--- src/rtl/core/aat_pkg.sv ---
package aat_pkg;

  // coordinate range of the world box, limited to the 32-bit field width
  localparam int COORD_BITS = 32;
  localparam int SatBits = (COORD_BITS > 32) ? 32 : ((COORD_BITS < 2) ? 2 : COORD_BITS);

  localparam int CoordW   = 32;
  localparam int HalfW    = CoordW - 1;
  localparam int Axes     = 3;
  localparam int RowTerms = Axes + 1;
  localparam int FracBits = 16;
  localparam int ProdW    = 2 * CoordW;
  localparam int SumW     = ProdW + 2;
  localparam int MapW     = SumW - FracBits + 1;
  localparam int SpanW    = CoordW + 1;

  localparam logic [CoordW-1:0] QOne = CoordW'(1 << FracBits);

  localparam longint SatHi = (longint'(1) <<< (SatBits - 1)) - 1;
  localparam longint SatLo = -SatHi - 1;

  typedef logic signed [CoordW-1:0] coord_t;
  typedef logic signed [ProdW-1:0]  prod_t;
  typedef logic signed [SumW-1:0]   sum_t;
  typedef logic [HalfW-1:0]         half_t;

  typedef enum logic {
    KIND_LOAD = 1'b0,
    KIND_BOX  = 1'b1
  } kind_t;

  // coef[0..2] multiply x, y, z; coef[3] is the row offset
  typedef struct packed {
    kind_t                   kind;
    logic [1:0]              row_index;
    coord_t [RowTerms-1:0]   coef;
    coord_t [Axes-1:0]       lo;
    coord_t [Axes-1:0]       hi;
  } in_word_t;

  // products indexed [axis][column], against the min and the max corner
  typedef struct packed {
    prod_t [Axes-1:0][Axes-1:0] p_lo;
    prod_t [Axes-1:0][Axes-1:0] p_hi;
    coord_t [Axes-1:0]          offset;
  } prod_word_t;

  typedef struct packed {
    sum_t [Axes-1:0]   sum_min;
    sum_t [Axes-1:0]   sum_max;
    coord_t [Axes-1:0] offset;
  } sum_word_t;

  typedef struct packed {
    coord_t [Axes-1:0] wmin;
    coord_t [Axes-1:0] wmax;
  } box_t;

  typedef struct packed {
    box_t              box;
    coord_t [Axes-1:0] center;
    half_t [Axes-1:0]  half;
  } result_t;

  // floor shift of the exact sum, add offset, saturate
  function automatic coord_t map_coord(input sum_t sum, input coord_t offset);
    logic signed [MapW-1:0] v;
    longint                 vl;
    v  = MapW'(sum >>> FracBits) + MapW'(offset);
    vl = 64'(v);
    if (vl > SatHi) begin
      return coord_t'(SatHi);
    end
    if (vl < SatLo) begin
      return coord_t'(SatLo);
    end
    return coord_t'(vl);
  endfunction

endpackage

--- src/rtl/core/aat_finish.sv ---
module aat_finish import aat_pkg::*; (
  input  logic    clk,
  input  logic    rst,
  input  logic    in_valid,
  input  box_t    in_word,
  output logic    in_ready,
  output logic    out_valid,
  output result_t out_word,
  input  logic    out_stall
);

  result_t                  res_next;
  logic signed [SpanW-1:0]  total;
  logic signed [SpanW-1:0]  span;

  assign in_ready = !out_valid || !out_stall;

  always_comb begin
    total = '0;
    span  = '0;
    res_next.box = in_word;
    for (int a = 0; a < Axes; a++) begin
      total = SpanW'($signed(in_word.wmin[a])) + SpanW'($signed(in_word.wmax[a]));
      span  = SpanW'($signed(in_word.wmax[a])) - SpanW'($signed(in_word.wmin[a]));
      res_next.center[a] = total[SpanW-1:1];
      res_next.half[a]   = span[HalfW:1];
    end
  end

  always_ff @(posedge clk) begin
    if (rst) begin
      out_valid <= 1'b0;
    end else if (in_ready) begin
      out_valid <= in_valid;
    end
  end

  always_ff @(posedge clk) begin
    if (in_ready && in_valid) begin
      out_word <= res_next;
    end
  end

endmodule

--- config.mk ---
export PLATFORM = sky130hd
export DESIGN_NAME = aat_finish
export DESIGN_NICKNAME = d
export VERILOG_FILES = /design/src/rtl/core/aat_pkg.sv /design/src/rtl/core/aat_finish.sv
export SDC_FILE = /design/constraint.sdc
export NUM_CORES = 1
export LEC_CHECK = 0
export ABC_CLOCK_PERIOD_IN_PS = 12400
export BUFFER_PORTS_ARGS = -buffer_cell sky130_fd_sc_hd__buf_2
export CAP_MARGIN = 40
export CORE_MARGIN = 3
export CORE_UTILIZATION = 34
export DETAILED_ROUTE_END_ITERATION = 8
export PLACE_DENSITY = 0.55
export SYNTH_ARGS = -nofsm -noshare
export SYNTH_HDL_FRONTEND = slang
export SYNTH_SLANG_ARGS = --single-unit
--- constraint.sdc ---
create_clock -name clk -period 12.4 [get_ports clk]
set_clock_uncertainty 0.1 [all_clocks]
set_input_delay 0 -clock clk [delete_from_list [all_inputs] [get_ports clk]]
set_output_delay 0 -clock clk [all_outputs]
set_load 0.02 [all_outputs]
After elaboration in Yosys (flattened, before gate mapping)
Cells that the tools add are included.
{"block": "classes", "n_addsub": 6, "mul": 0, "div_mod_pow": 0, "magnitude_cmp": 0, "n_eq_ne": 0, "shifts": 0, "muxes": 0, "bitwise": 0, "reduce_logical": 4}
{"op": "32-bit by 32-bit adder with 33-bit output", "count": 3}
{"op": "32-bit subtractor", "count": 3}
{"op": "1-bit logical NOT", "count": 2}
{"op": "1-bit logical AND", "count": 1}
{"op": "1-bit logical OR", "count": 1}
{"block": "word_totals", "register_bits": 382, "latchBits": 0, "ram_bits": 0, "mem_bits_ro": 0, "inputBits": 196, "out_inout_bits": 383, "elab_cells": 23, "memories": 0}

Logic depth before layout (Yosys ltp)
{"block": "depth", "ltp_word": 3, "depth_mapped": 12, "depth_no_buf": 12}

Worst setup path before layout
Ideal clock, no wire load.
{"block": "synth_timing", "kind": "register to register", "start": "register out_valid", "end": "register out_word[0] (netlist name) (enable)", "setup_ps": 793, "arrival_time_ps": 9251, "required_ps": 11507, "setup_slack_ps": 2256, "stages_incl_launch_ff": 3, "n_path_buf": 0, "synth_period_minus_slack_ps": 10144, "cell_sequence": "dfxtp_1 nand2_1 and2_1"}
{"block": "synth_between", "elab_chain_len": 3}
{"item": "start, declared", "line": "aat_finish.sv:7", "source": "output logic out_valid,"}
{"item": "start signal, assigned", "line": "aat_finish.sv:34", "source": "out_valid <= in_valid;"}
{"item": "1-bit logical NOT", "line": "aat_finish.sv:16", "source": "assign in_ready = !out_valid || !out_stall;"}
{"item": "1-bit logical OR", "line": "aat_finish.sv:16"}
{"item": "named net in_ready", "line": "aat_finish.sv:6", "source": "output logic in_ready,"}
{"item": "1-bit logical AND", "line": "aat_finish.sv:39", "source": "if (in_ready && in_valid) begin"}
{"item": "end signal, assigned", "line": "aat_finish.sv:40", "source": "out_word <= res_next;"}
{"item": "end, declared", "line": "aat_finish.sv:8", "source": "output result_t out_word,"}
The timed path passes the listed nets, and every way through them passes these cells.
A chain may end at the register's enable or synchronous reset.

==> impl_results.md <==
* Clk sinks at 382
* Post-route setup TNS at 0 ns
* HP Class: in2reg
* Slowest-stage cell, CP: a2111oi_1
* Layout area overhead at 33.86%
* Synth unique cells at 88
* Diodes inserted at 0
* Slew margin rel. at 38.25%
* CP endpoint kind: flop
* TritonRoute pass-1 iters at 5
* Largest net degree at the start of global routing at 71
* Origin of the critical flop-to-flop path: out_valid
* H-tree depth at 2
* Most numerous cell on the critical path: nand3_1
* Chip height at 257.3 um
* CTS resizes at 0
* Actual slew at the worst max-slew pin at 0.9262 ns
* Initial antenna violation count at 1
* Hpwl dp at 51.41 mm
* Core area at 62050 um2
* Post-CTS Setup Inserts at 0
* 1st-iter DRT viols at 977
* Status: finished, final reports clean
* EDFF count, synth at 381
* Syn. warnings at 0
* Total routed wirelength at 67.11 mm
* Yosys top cell area share at 53.29%
* Longest Clk Path Bufs at 3
* Setup crit start: in_word[1]
* Pleak at 12.23 nW
* Hold path startpoint: in_word[127]
* CP endpoint: out_word[29]
* Avg Cell Area, Syn at 11.44 um2
* Power per cell area at 138.9 nW/um2
* Die width at 257.3 um
* Largest cells by area after synthesis: edfxtp_1 53%, ha_1 11%, xnor2_1 5.5%
* Avg WL per Cell at 19.16 um
* Worst path depth at 13
* Layout cells sized above 1 at 25.82%
* Setup crit start kind: input port
* Mapped Cells at 1877
* # DRC at 0
* Maxcap violations at 0
* GR Overflow Total at 0
* Hold Vio Cnt, Final at 0
* Number of rows in the core area at 91
* Worst path max stage delay at 0.63 ns
* Prevailing post-synth register cell: edfxtp_1
* WP buf/inv at 3
* IO Pins at 579
* Most common library cell in the layout ignoring fill and taps: buf_2
* Worst-path fanout max at 5
* Delay-heaviest family, CP: simple AND/OR/NAND/NOR gates
* Synthesized cell area at 21470 um2
* Cts bufs inserted at 44
* Sequential area share after synthesis at 53.38%
* Crit share post-route at 27.57%
* FF-to-FF End: out_word[301]
* Slew Limit Fails at 0
* RSZ-0062 raised after global routing: no
* Final ANT Viol Nets at 0
* Synth async-reset ratio at 0%
* Final Util at 46.32%
* Min Tclk post-route at 3.419 ns
* Vias in the first global route at 17.55k
* Final #Nets at 3019
* Setup CP Type: in2reg
* Clock-pin slew on the worst setup and hold paths at 0.06 ns
* First-pass GRT wire length at 102.4 mm
* Final setup viols at 0
* Mapped Nets at 2262
* Reg2Reg Setup Slack at 9.31 ns
* Most frequent cells in the layout: 578 x buf_2, 381 x edfxtp_1, 197 x dlygate4sd3_1, 185 x inv_1, 183 x ha_1
* Peak Freq at 0.2925 GHz
* Leading area contributor after synthesis: edfxtp_1
* Arr. time, crit path at 3.74 ns
* Starting Density at 34.60%
* GRT Util Overall at 19.61%
* Critical-path cell list: dlygate4sd3_1, buf_2, inv_1, fa_1, nor2b_1, o31a_1, o2111ai_1, nand3_1, o31ai_2, a2111oi_1, nor3b_1, or4_1, nand3_1
* Placer congestion estimate at 0.8951
* Max rail drop VDD at 0.08398 mV
* WP data required at 12.72 ns
* Worst skew pair latency at 0.56 ns
* Port Buf Inserts at 578
* CTS tree: built
* Reg2Reg Depth at 7
* Die area at 66200 um2
* Clock root cell: clkbuf_16
* Routed vias at 17.22k
* Routed vias/inst at 4.917
* Register bit total from synthesis at 382
==> layout make-up <==
type,instances,area [um2]
fill,5717,33310
tap,837,1047
sequential,382,11460
inverter,188,705.7
clock inverter,27,354.1
multi-input combinational,1234,8994
clock buffer,50,1175
timing repair buffer,784,5005
==> cell families after synthesis <==
logic type | synth area share [%]
AOI/OAI and AO/OA | 14.87
and+or+nand+nor | 8.910
DFF | 53.38
adders and majority gates | 11.22
muxes | 0.09907
buffers and inverters | 4.744
xor gates and xnor gates | 6.772
==> stage by stage <==
stage	instances	instance area, um2	hold slack (ns)	power [mW]	setup WS (ns)
floorplan	1877	21470	-0.02762	2.281	2.256
global placement	3224	25140	0.05966	2.585	8.536
detailed placement	3227	25220	0.05998	2.593	8.992
CTS	3502	28740	0.04169	4.046	9.103
global route	3502	28740	0.06195	4.180	8.751
finish	3502	28740	0.09043	3.992	8.981
==> repair_timing <==
action                                  CTS  global route
endpoints found under the hold margin   311             0
hold buffers                            198             0
endpoints found under the setup margin    0             0
==> worst reg2reg max path, stage by stage (launching register included) <==
cell     delay (ns)
dfxtp_1        0.33
nand2_1        0.08
and2_4         0.16
buf_4          0.18
buf_16         0.28
buf_4          0.77
buf_4          0.48
buf_16         0.31
==> Yosys cell counts (all sizes together) (5+ instances only) <==
cell     instances
edfxtp         381
inv            186
ha             183
a21oi          176
nor2           155
xnor2          135
nand2           69
o21ai           69
clkbuf          50
nor3            39
a21o            38
o21bai          34
xor2            31
nand3           29
nand2b          25
buf             23
a211oi          17
a31oi           17
nor2b           17
o31ai           17
o21a            15
nor4            14
o211ai          12
or3             10
nand4            9
o41ai            9
a2111oi          7
a211o            7
o31a             7
and2             6
fa               6
a221oi           5
a311oi           5
a31o             5
and3             5
nand3b           5
o2111ai          5
or4              5
==> metal layers <==
| layer | track usage, % | share of wire (%) | routed length [um] | vias up |
|---|---|---|---|---|
| met5 | 0 | 0.025 | 17 | - |
| met4 | 5.951 | 2.8 | 1899 | 2 |
| met3 | 4.852 | 6.5 | 4349 | 102 |
| met2 | 34.12 | 49 | 33050 | 544 |
| met1 | 24.02 | 41 | 27790 | 8271 |
| li1 | - | - | - | 8300 |
==> power by group <==
part           internal [mW]  switching (mW)
Combinational          0.362           0.629
Clock                  0.846           0.529
Sequential              1.59          0.0335
Total                   2.80            1.19
==> flip-flops by register name, summed over array words and instances (netlist names) <==
register	cells
out_word	381
out_valid	1
==> worst min path at each step <==
stage | slack (ns) | endpoint | depth (start not counted)
floorplan | -0.03 | out_valid | 1
global placement | 0.06 | out_valid | 2
detailed placement | 0.06 | out_valid | 2
CTS | 0.04 | out_word[366] | 2
global route | 0.06 | out_word[316] | 2
finish | 0.09 | out_word[316] | 2
Power figures use the tool's default switching activity.
