File: src/rtl/core/aat_pkg.sv
package aat_pkg;

  // coordinate range of the world box, limited to the 32-bit field width
  localparam int COORD_BITS = 32;
  localparam int SatBits = (COORD_BITS > 32) ? 32 : ((COORD_BITS < 2) ? 2 : COORD_BITS);

  localparam int CoordW   = 32;
  localparam int HalfW    = CoordW - 1;
  localparam int Axes     = 3;
  localparam int RowTerms = Axes + 1;
  localparam int FracBits = 16;
  localparam int ProdW    = 2 * CoordW;
  localparam int SumW     = ProdW + 2;
  localparam int MapW     = SumW - FracBits + 1;
  localparam int SpanW    = CoordW + 1;

  localparam logic [CoordW-1:0] QOne = CoordW'(1 << FracBits);

  localparam longint SatHi = (longint'(1) <<< (SatBits - 1)) - 1;
  localparam longint SatLo = -SatHi - 1;

  typedef logic signed [CoordW-1:0] coord_t;
  typedef logic signed [ProdW-1:0]  prod_t;
  typedef logic signed [SumW-1:0]   sum_t;
  typedef logic [HalfW-1:0]         half_t;

  typedef enum logic {
    KIND_LOAD = 1'b0,
    KIND_BOX  = 1'b1
  } kind_t;

  // coef[0..2] multiply x, y, z; coef[3] is the row offset
  typedef struct packed {
    kind_t                   kind;
    logic [1:0]              row_index;
    coord_t [RowTerms-1:0]   coef;
    coord_t [Axes-1:0]       lo;
    coord_t [Axes-1:0]       hi;
  } in_word_t;

  // products indexed [axis][column], against the min and the max corner
  typedef struct packed {
    prod_t [Axes-1:0][Axes-1:0] p_lo;
    prod_t [Axes-1:0][Axes-1:0] p_hi;
    coord_t [Axes-1:0]          offset;
  } prod_word_t;

  typedef struct packed {
    sum_t [Axes-1:0]   sum_min;
    sum_t [Axes-1:0]   sum_max;
    coord_t [Axes-1:0] offset;
  } sum_word_t;

  typedef struct packed {
    coord_t [Axes-1:0] wmin;
    coord_t [Axes-1:0] wmax;
  } box_t;

  typedef struct packed {
    box_t              box;
    coord_t [Axes-1:0] center;
    half_t [Axes-1:0]  half;
  } result_t;

  // floor shift of the exact sum, add offset, saturate
  function automatic coord_t map_coord(input sum_t sum, input coord_t offset);
    logic signed [MapW-1:0] v;
    longint                 vl;
    v  = MapW'(sum >>> FracBits) + MapW'(offset);
    vl = 64'(v);
    if (vl > SatHi) begin
      return coord_t'(SatHi);
    end
    if (vl < SatLo) begin
      return coord_t'(SatLo);
    end
    return coord_t'(vl);
  endfunction

endpackage

File: src/rtl/core/aat_bound.sv
module aat_bound import aat_pkg::*; (
  input  logic       clk,
  input  logic       rst,
  input  logic       in_valid,
  input  prod_word_t in_word,
  output logic       in_ready,
  output logic       out_valid,
  output box_t       out_word,
  input  logic       out_ready
);

  logic      sum_valid;
  sum_word_t sum_word;
  sum_word_t sum_next;
  box_t      box_next;
  logic      box_ready;

  assign box_ready = !out_valid || out_ready;
  assign in_ready  = !sum_valid || box_ready;

  // extremes of a sum of independent terms: pick each term's extreme
  always_comb begin
    for (int a = 0; a < Axes; a++) begin
      sum_next.sum_min[a] = '0;
      sum_next.sum_max[a] = '0;
      for (int i = 0; i < Axes; i++) begin
        if ($signed(in_word.p_lo[a][i]) < $signed(in_word.p_hi[a][i])) begin
          sum_next.sum_min[a] = sum_next.sum_min[a] + SumW'($signed(in_word.p_lo[a][i]));
          sum_next.sum_max[a] = sum_next.sum_max[a] + SumW'($signed(in_word.p_hi[a][i]));
        end else begin
          sum_next.sum_min[a] = sum_next.sum_min[a] + SumW'($signed(in_word.p_hi[a][i]));
          sum_next.sum_max[a] = sum_next.sum_max[a] + SumW'($signed(in_word.p_lo[a][i]));
        end
      end
      sum_next.offset[a] = in_word.offset[a];
    end
  end

  always_comb begin
    for (int a = 0; a < Axes; a++) begin
      box_next.wmin[a] = map_coord(sum_word.sum_min[a], sum_word.offset[a]);
      box_next.wmax[a] = map_coord(sum_word.sum_max[a], sum_word.offset[a]);
    end
  end

  always_ff @(posedge clk) begin
    if (rst) begin
      sum_valid <= 1'b0;
      out_valid <= 1'b0;
    end else begin
      if (in_ready) begin
        sum_valid <= in_valid;
      end
      if (box_ready) begin
        out_valid <= sum_valid;
      end
    end
  end

  always_ff @(posedge clk) begin
    if (in_ready && in_valid) begin
      sum_word <= sum_next;
    end
    if (box_ready && sum_valid) begin
      out_word <= box_next;
    end
  end

endmodule

File: config.mk
export PLATFORM = sky130hd
export DESIGN_NAME = aat_bound
export DESIGN_NICKNAME = d
export VERILOG_FILES = /design/src/rtl/core/aat_pkg.sv /design/src/rtl/core/aat_bound.sv
export SDC_FILE = /design/constraint.sdc
export NUM_CORES = 2
export LEC_CHECK = 0
export BUFFER_PORTS_ARGS = -buffer_cell sky130_fd_sc_hd__buf_2
export CORE_AREA = 10 10 643 645
export DETAILED_ROUTE_END_ITERATION = 7
export DIE_AREA = 0 0 653 655
export HOLD_SLACK_MARGIN = 0.05
export MAX_ROUTING_LAYER = met4
export PLACE_DENSITY_LB_ADDON = 0.05
export SYNTH_ARGS = -nofsm -noshare
export SYNTH_HDL_FRONTEND = slang
export SYNTH_SLANG_ARGS = --single-unit
File: constraint.sdc
create_clock -name clk -period 16.56 [get_ports clk]
set_input_delay 2.484 -clock clk [delete_from_list [all_inputs] [get_ports clk]]
set_output_delay 2.484 -clock clk [all_outputs]
set_load 0.1 [all_outputs]
* Yosys cells after proc, flatten, opt, wreduce, memory -nomap -nowiden
Index checks and enable logic that the tools add are counted.
** Storage, ports and cells
- Flip-flop bits (word level) :: 686
- Input bits :: 1252
- Output and inout port bits :: 194
- Word-level logic and storage cells :: 134
** Cells by class
- Add/subtract/negate cells :: 30
- $lt $le $gt $ge :: 21
- Mux-type cells :: 60
- Reductions and logical operators :: 6
** Operators by type and width (count)
- adder 66 x 64 -> 66 bit :: 24
- 2-to-1 mux 66 bit :: 18
- 2-to-1 mux 32 bit :: 24
- less-than comparator 64 bit :: 9
- adder 50 x 32 -> 51 bit :: 6
- > comparator 51 x 32 -> 1 bit (second input constant) :: 6
- less-than comparator 51 x 32 -> 1 bit (second input constant) :: 6
- 2-to-1 mux 1 bit :: 18
- logical AND 1 bit :: 2
- logical NOT 1 bit :: 2
- logical OR 1 bit :: 2

* Depth between registers and ports, before layout
- Depth in word-level cells :: 6
- Gate-level depth with buffers :: 53
- Gate-level depth less buffers :: 52

* Worst setup path after synthesis
No wires, ideal clock.
- Path type :: input to register
- Start point :: input out_ready
- End point :: register sum_word[0] in the netlist's numbering (enable)
- Library setup time :: 807 ps
- Arrival :: 12247 ps
- Data required time :: 15753 ps
- Setup slack :: 3506 ps
- Stages :: 3
- Buffers on the path :: 0
- Cells stage by stage :: nor2b_1 nand2_1 and2_1
** Between the ends
- Cells in the longest elaborated chain, start to end :: 3
** Ends and longest elaborated chain
- start: declaration :: RTL line aat_bound.sv:9 : input logic out_ready
- logical OR 1 bit :: RTL line aat_bound.sv:18 : assign box_ready = !out_valid || out_ready;
- logical OR 1 bit :: RTL line aat_bound.sv:19 : assign in_ready = !sum_valid || box_ready;
- net in_ready :: RTL line aat_bound.sv:6 : output logic in_ready,
- logical AND 1 bit :: RTL line aat_bound.sv:61 : if (in_ready && in_valid) begin
- end signal: assignment :: RTL line aat_bound.sv:62 : sum_word <= sum_next;
- end: declaration :: RTL line aat_bound.sv:13 : sum_word_t sum_word;
The timed path passes the listed nets, and every way through them passes these cells.
A chain may end at the register's enable or synchronous reset.

==> flow_metrics.tcl <==
set metrics [dict create \
    outcome "completed" \
    cts_max_level 3 \
    finish.utilization_pct 29.1 \
    grt_overflow 0 \
    cts_buffer_depth 4 \
    die_w_um 653 \
    cts_root_buf "clkbuf_16" \
    drive_gt1_share_pct 20.6 \
    place_ws_ns 1.35 \
    r2r-start "sum_word[1]" \
    period_share_pct 86.8 \
    fmax_mhz 69.6 \
    cap_violations 0 \
    grt_pass1_wl_um 771000 \
    ys_types 91 \
    synth_seq_area_share_pct 17.8 \
    cellPowerDensity_mw_per_mm2 185 \
    clock_sinks 590 \
    timing.rr.end "out_word[108]" \
    setup_viol 0 \
    clock_latency_ns 0.83 \
    r2r_cells 16 \
    coreArea_mm2 0.401 \
    grt_pass1_vias 96296 \
    cts_tree "built" \
    leakagePower_nw 53.3 \
    path_max_fanout 30 \
    ys_async_sr_fraction_pct 0 \
    rows 233 \
    area_delta_synth_final_pct 16.9 \
    routabilityCongestion 0.984 \
    routed_wl_um 570000 \
    io_buffers 1445 \
    die_area_mm2 0.428 \
    cts-resized-gates 0 \
    critPathMaxStageDelay_ns 0.49 \
    finalHoldViolCount 0 \
    io_pins 1446 \
    postRouteAntennaNets 0 \
    fin_setup_tns_ns 0 \
    cts_hold_repair.buffers 0 \
    endpoint "sum_word[489]" \
    setup_ws_ns 2.18 \
    synth_top_area_share_pct 20.5 \
    synthTopCellsByArea "ha_1, edfxtp_1, mux2_2" \
    setup.worst_path.end_class "register" \
    ys.warnings.count 0 \
    arrival_ns 14.91 \
    netlist_instances 11907 \
    relSlewSlack_pct 4.43 \
    syn-num-nets 14806 \
    drtIter0Drc 7115 \
    hold_path.class "register to register" \
    clk_pin_slew_ns 0.06 \
    numCtsBuffers 84 \
    r2r_setup_slack_ns 9.53 \
    yosys.area.top_type "ha_1" \
    critical_path_class "primary input to register" \
    critPathRequiredTime_ns 17.09 \
    synthFlopType "edfxtp_1" \
    crit_start "in_word[481]" \
    critical_path.startpoint_type "primary input" \
    antenna_found_initial 435 \
    critical_path.most_common_cell "a21o_1" \
    grt_start_max_net_pins 131 \
    die_h_um 655 \
    post-route-drc-count 0 \
    synthTopCellsByCount "ha_1, a21oi_1, mux2_2" \
    ys_ff_latch 590 \
    synth_edf_count 588 \
    skew_ns 0.0662 \
    synth_most_common_cell "ha_1" \
    grt_usage_pct 26.0 \
    worst_slew_pin_slew_ns 1.42 \
    grt_setup_unrepaired "no" \
    holdWs_ns 0.518 \
    p_total_mw 21.6 \
    final_max_slew_viol_count 0 \
    crit_slowest_cell "a31oi_1" \
    dr.pass1.iters 6 \
    finalCriticalPeriod_ns 14.38 \
    hpwl_um 511000 \
    num_vias 97694 \
    avgViaCountPerCell 5.20 \
    fin_nets 16072 \
    start_util_pct 24.9 \
    ir_drop_uv 80.7 \
    synth_area_mm2 0.0996 \
    post_drt_wl_per_cell_um 30.3 \
    postCtsSetupBuffers 0 \
    syn_avg_cell_area_um2 8.37 \
]
[where the power goes]
| part | switching (mW) | internal [mW] | total (mW) |
|---|---|---|---|
| Clock | 0.796 | 1.03 | 1.82 |
| Sequential | 0.357 | 2.70 | 3.06 |
| Combinational | 10.9 | 5.79 | 16.7 |
[through the flow]
step | instances | cell area [um^2]
CTS | 18523 | 116000
global route | 18764 | 116000
floorplan | 11907 | 99600
global placement | 18373 | 113000
detailed placement | 18374 | 113000
finish | 18802 | 116000
[how the worst min path moves through the flow]
stage,from,to,cells past startpoint
global placement,sum_valid,out_valid,2
finish,sum_valid,out_valid,2
detailed placement,sum_valid,out_valid,2
global route,sum_valid,out_valid,2
CTS,sum_valid,out_valid,2
floorplan,sum_valid,out_valid,2
[kinds of logic after synthesis]
kind of cell / Yosys count / synth area share, %
and+or+nand+nor: 2665 / 13.4
adders and majority gates: 1647 / 20.8
AOI/OAI and AO/OA: 3928 / 24.6
DFF: 590 / 17.8
xor gates and xnor gates: 922 / 8.14
buffers and inverters: 1189 / 4.50
muxes: 966 / 10.9
[area by class of cell]
type	instances	area, um^2
Timing Repair Buffer	1536	7970
Sequential cell	590	17700
Multi-Input combinational cell	10128	77700
Inverter	833	3130
Clock inverter	53	493
Antenna cell	279	698
Tap cell	5287	6620
Fill cell	43199	284000
Clock buffer	96	2170
[sequential cells by signal, indices dropped and copies added (netlist names)]
register   count
sum_word     396
out_word     192
out_valid      1
sum_valid      1
[worst max-delay path, delay by kind of cell]
family	cells	cell delay [ns]
buffers and inverters	3	0.56
and+or+nand+nor	5	0.66
muxes	1	0.40
adders and majority gates	4	1.36
AOI/OAI and AO/OA	38	9.04
xor gates and xnor gates	2	0.34
[layer usage]
layer  vias to the layer above  track usage [%]  part of all wire (%)
li1                      47267                -                     -
met2                      2849             41.9                    46
met1                     46787             31.9                    44
met5                         -                -                     0
met3                       791             4.28                   4.9
met4                         0             11.9                   5.2
[cells in the final DEF (no fill, tap or decap), types with 209 or more instances in the layout]
| cell type | instances |
|---|---|
| ha_1 | 1635 |
| nor2b_1 | 217 |
| xnor2_1 | 593 |
| diode_2 | 279 |
| buf_2 | 1445 |
| o21ai_0 | 949 |
| xor2_1 | 324 |
| nor2_1 | 521 |
| inv_1 | 833 |
| nand4_1 | 309 |
| nand3_1 | 209 |
| nand2_1 | 738 |
| mux2_2 | 958 |
| a21oi_1 | 1198 |
| a21o_1 | 823 |
| edfxtp_1 | 588 |
No activity file was read; power rests on OpenSTA's default activity.
